**config.mk**
```make
export PLATFORM = sky130hd
export DESIGN_NAME = lst_ctrl
export DESIGN_NICKNAME = d
export VERILOG_FILES = /design/src/hdl/lst_pkg.sv /design/src/hdl/lst_ctrl.sv
export SDC_FILE = /design/constraint.sdc
export NUM_CORES = 1
export LEC_CHECK = 0
export CAP_MARGIN = 30
export CELL_PAD_IN_SITES_DETAIL_PLACEMENT = 0
export CELL_PAD_IN_SITES_GLOBAL_PLACEMENT = 1
export CORE_MARGIN = 2
export CORE_UTILIZATION = 40
export CTS_CLUSTER_SIZE = 16
export DETAILED_ROUTE_END_ITERATION = 8
export DONT_BUFFER_PORTS = 1
export HOLD_SLACK_MARGIN = 0.12
export PLACE_DENSITY = 0.8
export SYNTH_ARGS = -nofsm -noshare
export SYNTH_HDL_FRONTEND = slang
export SYNTH_SLANG_ARGS = --single-unit
export TNS_END_PERCENT = 10
```
**constraint.sdc**
```tcl
create_clock -name clk -period 3.7 [get_ports clk]
set_input_delay 0.74 -clock clk [delete_from_list [all_inputs] [get_ports clk]]
set_output_delay 0.74 -clock clk [all_outputs]
set_load 0.01 [all_outputs]
```
**src/hdl/lst_pkg.sv**
```systemverilog
`timescale 1ns / 1ps
// ----------------------------------------------------------------------------
// lst_pkg: shared types and constants of the lazy segment tree
// Field widths, register indexes, command and status groups between the
// controller and the datapath, and the select codes they carry.
// ----------------------------------------------------------------------------
package lst_pkg;

	localparam int MAX_POSITIONS_DEF = 1024;
	localparam int IDX_W             = 11;
	localparam int VAL_W             = 31;
	localparam int CFG_IDX_W         = 1;

	localparam logic [CFG_IDX_W-1:0] REG_MODULUS   = 1'b0;
	localparam logic [CFG_IDX_W-1:0] REG_POS_COUNT = 1'b1;

	localparam logic [VAL_W-1:0] MODULUS_RST   = 31'h7FFF_FFFF;
	localparam logic [IDX_W-1:0] POS_COUNT_RST = 11'd1024;

	// modular unit operations
	localparam logic AR_RED = 1'b0;
	localparam logic AR_MUL = 1'b1;

	// modular unit operand sources
	localparam logic [1:0] SRC_VRAW = 2'd0;
	localparam logic [1:0] SRC_SUM  = 2'd1;
	localparam logic [1:0] SRC_PEND = 2'd2;
	localparam logic [1:0] SRC_TAG  = 2'd3;

	// node store read address sources
	localparam logic [1:0] RA_CUR   = 2'd0;
	localparam logic [1:0] RA_LEFT  = 2'd1;
	localparam logic [1:0] RA_RIGHT = 2'd2;
	localparam logic [1:0] RA_TGT   = 2'd3;

	// frames pushed on the traversal stack
	localparam logic [1:0] PS_ROOT  = 2'd0;
	localparam logic [1:0] PS_SELF  = 2'd1;
	localparam logic [1:0] PS_RIGHT = 2'd2;
	localparam logic [1:0] PS_LEFT  = 2'd3;

	// node that receives a tag
	localparam logic [1:0] TG_CUR   = 2'd0;
	localparam logic [1:0] TG_LEFT  = 2'd1;
	localparam logic [1:0] TG_RIGHT = 2'd2;

	typedef struct packed {
		logic       clr;
		logic       load;
		logic       push;
		logic [1:0] push_sel;
		logic       pop;
		logic       rd;
		logic [1:0] rd_sel;
		logic       ar_start;
		logic       ar_op;
		logic [1:0] ar_src;
		logic       cap_vred;
		logic       cap_a;
		logic       cap_b;
		logic       tag_v;
		logic       tag_res;
		logic       tgt_load;
		logic [1:0] tgt_sel;
		logic       acc_add;
		logic       wr_tag;
		logic       wr_pull;
		logic       wr_pz;
		logic       out_load;
	} lst_cmd_t;

	typedef struct packed {
		logic clr_last;
		logic empty;
		logic is_sum;
		logic sp_zero;
		logic post;
		logic covered;
		logic go_left;
		logic go_right;
		logic pend_zero;
		logic ar_done;
		logic out_free;
	} lst_sts_t;

endpackage

```
**src/hdl/lst_ctrl.sv**
```systemverilog
`timescale 1ns / 1ps
// ----------------------------------------------------------------------------
// lst_ctrl: traversal controller
// Sweeps the node store clear, then walks the tree for each request with an
// explicit stack: push down tags, apply tags, pull up sums, gather sums.
// ----------------------------------------------------------------------------
module lst_ctrl (
	input  logic              clk,
	input  logic              arst_n,
	input  logic              req_valid,
	output logic              ready,
	input  lst_pkg::lst_sts_t sts,
	output lst_pkg::lst_cmd_t cmd
);
	import lst_pkg::*;

	localparam logic [4:0] S_CLEAR  = 5'd0;
	localparam logic [4:0] S_IDLE   = 5'd1;
	localparam logic [4:0] S_SETUP  = 5'd2;
	localparam logic [4:0] S_VRED   = 5'd3;
	localparam logic [4:0] S_POP    = 5'd4;
	localparam logic [4:0] S_DECIDE = 5'd5;
	localparam logic [4:0] S_PU1    = 5'd6;
	localparam logic [4:0] S_PU2    = 5'd7;
	localparam logic [4:0] S_PU3    = 5'd8;
	localparam logic [4:0] S_PU4    = 5'd9;
	localparam logic [4:0] S_QS1    = 5'd10;
	localparam logic [4:0] S_QS2    = 5'd11;
	localparam logic [4:0] S_PD1    = 5'd12;
	localparam logic [4:0] S_PD2    = 5'd13;
	localparam logic [4:0] S_AT_RD  = 5'd14;
	localparam logic [4:0] S_AT1    = 5'd15;
	localparam logic [4:0] S_AT2    = 5'd16;
	localparam logic [4:0] S_AT3    = 5'd17;
	localparam logic [4:0] S_AT4    = 5'd18;
	localparam logic [4:0] S_PDZ    = 5'd19;
	localparam logic [4:0] S_PUSHS  = 5'd20;
	localparam logic [4:0] S_PUSHR  = 5'd21;
	localparam logic [4:0] S_PUSHL  = 5'd22;
	localparam logic [4:0] S_OUT    = 5'd23;

	// where to go once a tag is applied
	localparam logic [1:0] RET_POP = 2'd0;
	localparam logic [1:0] RET_PDL = 2'd1;
	localparam logic [1:0] RET_PDR = 2'd2;

	logic [4:0] state_q, state_d;
	logic [1:0] ret_q, ret_d;

	always_ff @(posedge clk or negedge arst_n) begin
		if (!arst_n) begin
			state_q <= S_CLEAR;
			ret_q   <= RET_POP;
		end else begin
			state_q <= state_d;
			ret_q   <= ret_d;
		end
	end

	assign ready = (state_q == S_IDLE);

	always_comb begin
		cmd     = '0;
		state_d = state_q;
		ret_d   = ret_q;
		case (state_q)
			S_CLEAR: begin
				cmd.clr = 1'b1;
				if (sts.clr_last) begin
					state_d = S_IDLE;
				end
			end
			S_IDLE: begin
				if (req_valid) begin
					cmd.load = 1'b1;
					state_d  = S_SETUP;
				end
			end
			S_SETUP: begin
				if (sts.empty) begin
					state_d = sts.is_sum ? S_OUT : S_IDLE;
				end else begin
					cmd.push     = 1'b1;
					cmd.push_sel = PS_ROOT;
					if (sts.is_sum) begin
						state_d = S_POP;
					end else begin
						cmd.ar_start = 1'b1;
						cmd.ar_op    = AR_RED;
						cmd.ar_src   = SRC_VRAW;
						state_d      = S_VRED;
					end
				end
			end
			S_VRED: begin
				if (sts.ar_done) begin
					cmd.cap_vred = 1'b1;
					state_d      = S_POP;
				end
			end
			S_POP: begin
				if (sts.sp_zero) begin
					state_d = sts.is_sum ? S_OUT : S_IDLE;
				end else begin
					cmd.pop = 1'b1;
					state_d = S_DECIDE;
				end
			end
			S_DECIDE: begin
				if (sts.post) begin
					cmd.rd     = 1'b1;
					cmd.rd_sel = RA_LEFT;
					state_d    = S_PU1;
				end else if (sts.covered) begin
					if (sts.is_sum) begin
						cmd.rd     = 1'b1;
						cmd.rd_sel = RA_CUR;
						state_d    = S_QS1;
					end else begin
						cmd.tgt_load = 1'b1;
						cmd.tgt_sel  = TG_CUR;
						cmd.tag_v    = 1'b1;
						ret_d        = RET_POP;
						state_d      = S_AT_RD;
					end
				end else begin
					cmd.rd     = 1'b1;
					cmd.rd_sel = RA_CUR;
					state_d    = S_PD1;
				end
			end
			S_PU1: begin
				cmd.ar_start = 1'b1;
				cmd.ar_op    = AR_RED;
				cmd.ar_src   = SRC_SUM;
				state_d      = S_PU2;
			end
			S_PU2: begin
				if (sts.ar_done) begin
					cmd.cap_a  = 1'b1;
					cmd.rd     = 1'b1;
					cmd.rd_sel = RA_RIGHT;
					state_d    = S_PU3;
				end
			end
			S_PU3: begin
				cmd.ar_start = 1'b1;
				cmd.ar_op    = AR_RED;
				cmd.ar_src   = SRC_SUM;
				state_d      = S_PU4;
			end
			S_PU4: begin
				if (sts.ar_done) begin
					cmd.wr_pull = 1'b1;
					state_d     = S_POP;
				end
			end
			S_QS1: begin
				cmd.ar_start = 1'b1;
				cmd.ar_op    = AR_RED;
				cmd.ar_src   = SRC_SUM;
				state_d      = S_QS2;
			end
			S_QS2: begin
				if (sts.ar_done) begin
					cmd.acc_add = 1'b1;
					state_d     = S_POP;
				end
			end
			S_PD1: begin
				if (sts.pend_zero) begin
					state_d = S_PUSHS;
				end else begin
					cmd.ar_start = 1'b1;
					cmd.ar_op    = AR_RED;
					cmd.ar_src   = SRC_PEND;
					state_d      = S_PD2;
				end
			end
			S_PD2: begin
				if (sts.ar_done) begin
					cmd.tag_res  = 1'b1;
					cmd.tgt_load = 1'b1;
					cmd.tgt_sel  = TG_LEFT;
					ret_d        = RET_PDL;
					state_d      = S_AT_RD;
				end
			end
			S_AT_RD: begin
				cmd.rd     = 1'b1;
				cmd.rd_sel = RA_TGT;
				state_d    = S_AT1;
			end
			S_AT1: begin
				cmd.ar_start = 1'b1;
				cmd.ar_op    = AR_RED;
				cmd.ar_src   = SRC_SUM;
				state_d      = S_AT2;
			end
			S_AT2: begin
				if (sts.ar_done) begin
					cmd.cap_a    = 1'b1;
					cmd.ar_start = 1'b1;
					cmd.ar_op    = AR_RED;
					cmd.ar_src   = SRC_PEND;
					state_d      = S_AT3;
				end
			end
			S_AT3: begin
				if (sts.ar_done) begin
					cmd.cap_b    = 1'b1;
					cmd.ar_start = 1'b1;
					cmd.ar_op    = AR_MUL;
					cmd.ar_src   = SRC_TAG;
					state_d      = S_AT4;
				end
			end
			S_AT4: begin
				if (sts.ar_done) begin
					cmd.wr_tag = 1'b1;
					case (ret_q)
						RET_PDL: begin
							cmd.tgt_load = 1'b1;
							cmd.tgt_sel  = TG_RIGHT;
							ret_d        = RET_PDR;
							state_d      = S_AT_RD;
						end
						RET_PDR: state_d = S_PDZ;
						default: state_d = S_POP;
					endcase
				end
			end
			S_PDZ: begin
				cmd.wr_pz = 1'b1;
				state_d   = S_PUSHS;
			end
			S_PUSHS: begin
				if (!sts.is_sum) begin
					cmd.push     = 1'b1;
					cmd.push_sel = PS_SELF;
				end
				state_d = S_PUSHR;
			end
			S_PUSHR: begin
				if (sts.go_right) begin
					cmd.push     = 1'b1;
					cmd.push_sel = PS_RIGHT;
				end
				state_d = S_PUSHL;
			end
			S_PUSHL: begin
				if (sts.go_left) begin
					cmd.push     = 1'b1;
					cmd.push_sel = PS_LEFT;
				end
				state_d = S_POP;
			end
			S_OUT: begin
				if (sts.out_free) begin
					cmd.out_load = 1'b1;
					state_d      = S_IDLE;
				end
			end
			default: state_d = S_IDLE;
		endcase
	end

endmodule

```
Word-level counts from Yosys, hierarchy flattened
Cells that the tools add are included.
Operators by class
  muxes and demuxes: 69
  reduce and logical (&&, ||, !) cells: 7
  equal/unequal tests: 38
Operators by type and width (number)
  $pmux 5 s22: 1
  $mux 5: 14
  $mux 3: 16
  $eq 5x4->1 const B: 8
  $eq 5x5->1 const B: 8
  $mux 4: 6
  $ne 2x2->1 const B: 12
  $eq 5x3->1 const B: 4
  $mux 1: 20
  $pmux 4 s5: 1
  $pmux 3 s3: 2
  $mux 2: 6
  $pmux 3 s4: 1
  $eq 5x2->1 const B: 2
  $pmux 5 s2: 1
  $reduce_and 9->1: 1
  $reduce_and 7->1: 1
  $pmux 2 s3: 1
  $eq 5x1->1 const B: 1
  $logic_not 5->1: 1
  $reduce_or 4->1: 1
  $reduce_bool 3->1: 1
  $reduce_or 3->1: 1
  $eq 2x1->1 const B: 1
  other kinds (3): 3
Word-level totals
  word-level logic and storage cells: 116
  bits in registers: 7
  bits of input ports: 14
  output and inout port bits: 27

Longest topological paths before layout
  word-level depth: 4
  depth in mapped cells: 7
  mapped depth without buffers: 6

Least setup slack after synthesis
Ideal clock, no wire load.
  path type: input to output
  start: in sts[1] (netlist name)
  end: out cmd[13] (netlist name)
  path slack: 1139 ps
  stages: 4
  arrival: 1821 ps
  required time: 2960 ps
  cells stage by stage: clkbuf_1 > nand2b_1 > nor4_1 > o21bai_1
RTL lines
  start: declaration: RTL line lst_ctrl.sv:12  | input lst_pkg::lst_sts_t sts,
  end: declaration: RTL line lst_ctrl.sv:13  | output lst_pkg::lst_cmd_t cmd

==> results.toml <==
[outcome]
status = "complete, no violations"

[power]
power-per-cell-area_mw_per_mm2 = 890
total_power_mw = 1.10
ir_drop_mv = 0.190
power.leakage_nw = 0.462

[setup_path]
cp_data_required_time_ps = 2960
critPathTopFamily = "simple AND/OR/NAND/NOR gates"
worstPathMaxFanout = 25
rrSetupSlack_ps = 1400
cp_data_arrival_time_ps = 2130
crit_slowest_cell = "dfrtp_1"
worstSetupPathDepth = 4
rr_worst_depth = 5
crit_chain = "or3b_2 > nor2_1 > nand3_1 > inv_1"
path_class = "register to output port"
r2r_start = "state_q[1]$_DFFE_PN0P_"
rr_endpoint = "state_q[1]$_DFFE_PN0P_"
critPathCapture = "cmd[6]"
timing.critical_path.buf_inv = 1
setup.worst_path.start = "state_q[1]$_DFFE_PN0P_"
end_kind = "output port"
crit_path_start_kind = "register"
cpPeakStageDelay_ps = 810

[routing]
wl_um = 3550
drtPass1Iterations = 4
via_per_inst = 6.58
first_iter_violations = 127
antenna_left = 0
drc = 0
wire_per_inst_um = 17.8
vias = 1309

[synthesis]
synth-edff-count = 0
synth_fp_nets = 195
yosysMostFrequentCell = "nor3_1"
ys_async_sr_fraction = 1.00
netlist_instances = 175
ys_types = 47
syn_area_mm2 = 0.00122
synth.ff_latch_count = 7
ys.flop_type = "dfrtp_1"
synth_top_area_frac = 0.143
synth_common_cells = "nor3_1, nor2_1, a31oi_1, a21oi_1, inv_1"
yosysSeqAreaShare = 0.143
avgSynthCellArea_um2 = 6.98
yosys_warnings = 0
synth_area_leaders = "dfrtp_1, ha_1, nor3_1"
synth_top_cell_by_area = "dfrtp_1"

[final_layout]
drive_above_1_share = 0.114
layout.nets = 187
fillers = 328
final_area_mm2 = 0.00123
num_antenna_cells = 0
instances_no_fill = 199
syn2layout_area_growth_pct = 1.02

[clock_tree]
cts_repair_resize_count = 0
post-cts-setup-buffers = 0
cts_root_buf = "clkbuf_4"
cts_htree_levels = 1
cts.path.max_buffers = 2
clkTransAtPathRegs_ps = 60
clkSinkCount = 7
clk_latency_ps = 260
cts_hold_buf = 0
tritoncts = "built"
numCtsBuffers = 3

[die]
coreArea_mm2 = 0.00298
die_w_um = 59.3
die_h_um = 59.3
die_area_mm2 = 0.00351
start_util = 0.410
rows = 20
io_pins = 41

[placed_design]
dp.final_hpwl_um = 2690
io_buffers = 0
gp_congestion = 0.921
place_area_mm2 = 0.00121
place_inst = 195
pre_cts_ws_ps = 1100

[grt]
grt_pass1_wl_um = 5600
grt_use_total = 0.204
grt_max_degree = 30
grt_pass1_vias = 1151
overflow = 0
antenna_found_initial = 0

[timing]
min_period_ps = 2870
clock_skew_ps = 9.38
setup_tns_ps = 0
slew_headroom = 0.398
setup_slack_ps = 830
rsz0062_at_grt = "no"
hold_viol_final = 0
setup_viol = 0
slew_violations = 0
min_period_over_period = 0.776
tightest_slew_ps = 904
max_freq_mhz = 348

[worst_hold_path]
hold_class = "primary input to asynchronous set/reset pin"

[run]
drv_cap = 0
[power breakdown]
| part | switching, mW | leakage (nW) | total, mW | internal, mW |
|---|---|---|---|---|
| clock network | 0.0309 | 0.0150 | 0.0722 | 0.0413 |
| registers | 0.148 | 0.0854 | 0.264 | 0.115 |
| logic | 0.431 | 0.362 | 0.763 | 0.331 |
[worst reg2reg max path, stage by stage (launching register included)]
cell	delay, ps
dfrtp_1	810
buf_4	330
nor4bb_1	310
a22oi_1	210
and3_4	220
mux2_4	290
[sequential cells by signal (all words and copies together), names as in the netlist]
register	flops
state_q	5
ret_q	2
[metal layers]
metal / vias up / global-route usage / wire length [um]
met2: 55 / 0.331 / 1760
met4: 0 / 0.0292 / 19
li1: 625 / - / -
met1: 627 / 0.287 / 1470
met3: 2 / 0.0371 / 308
met5: - / 0 / 0
[how the worst min path moves through the flow]
| stage | from | endpoint | cells past startpoint |
|---|---|---|---|
| after global placement | arst_n | state_q[2]$_DFFE_PN0P_ | 0 |
| after detailed placement | arst_n | state_q[2]$_DFFE_PN0P_ | 0 |
| final | arst_n | state_q[2]$_DFFE_PN0P_ | 0 |
| after floorplan | arst_n | ret_q[0]$_DFFE_PN0P_ | 0 |
| after global routing | arst_n | ret_q[0]$_DFFE_PN0P_ | 0 |
| after CTS | arst_n | state_q[2]$_DFFE_PN0P_ | 0 |
[cell families after synthesis]
family	count (synthesis)	synth area share
AND/OR/NAND/NOR	81	0.384
AO/OA/AOI/OAI	49	0.269
buffers and inverters	28	0.107
flip-flops	7	0.143
adder cells (fa/ha/maj)	6	0.0615
XOR/XNOR	2	0.0143
multiplexers	2	0.0205
[cell usage in the layout (no fill, tap or decap), types with 3 or more instances in the layout]
cell type	instances
a21oi_1	10
nand2_1	9
and3_1	3
nor3_1	15
nand3_1	6
o21ai_0	6
buf_4	5
nor3b_1	6
clkbuf_4	3
ha_1	6
inv_1	10
nor2_1	14
nand2b_1	5
a211oi_1	4
dfrtp_1	7
nand3b_1	6
a31oi_1	11
[final cells by class]
class | count | area [um2] | area share
clock buffer | 4 | 26.3 | 0.0213
inverter | 10 | 37.5 | 0.0304
multi-input combinational | 140 | 916 | 0.742
sequential | 7 | 175 | 0.142
tap | 33 | 41.3 | 0.0335
timing repair buffer | 5 | 37.5 | 0.0304
[stage by stage]
stage,hold WS [ps],util
6_report,166,0.414
3_3_place_gp,445,0.405
4_1_cts,161,0.414
5_1_grt,156,0.414
2_1_floorplan,444,-
3_5_place_dp,444,0.405
Note: power is estimated with default switching activity, not from simulation.
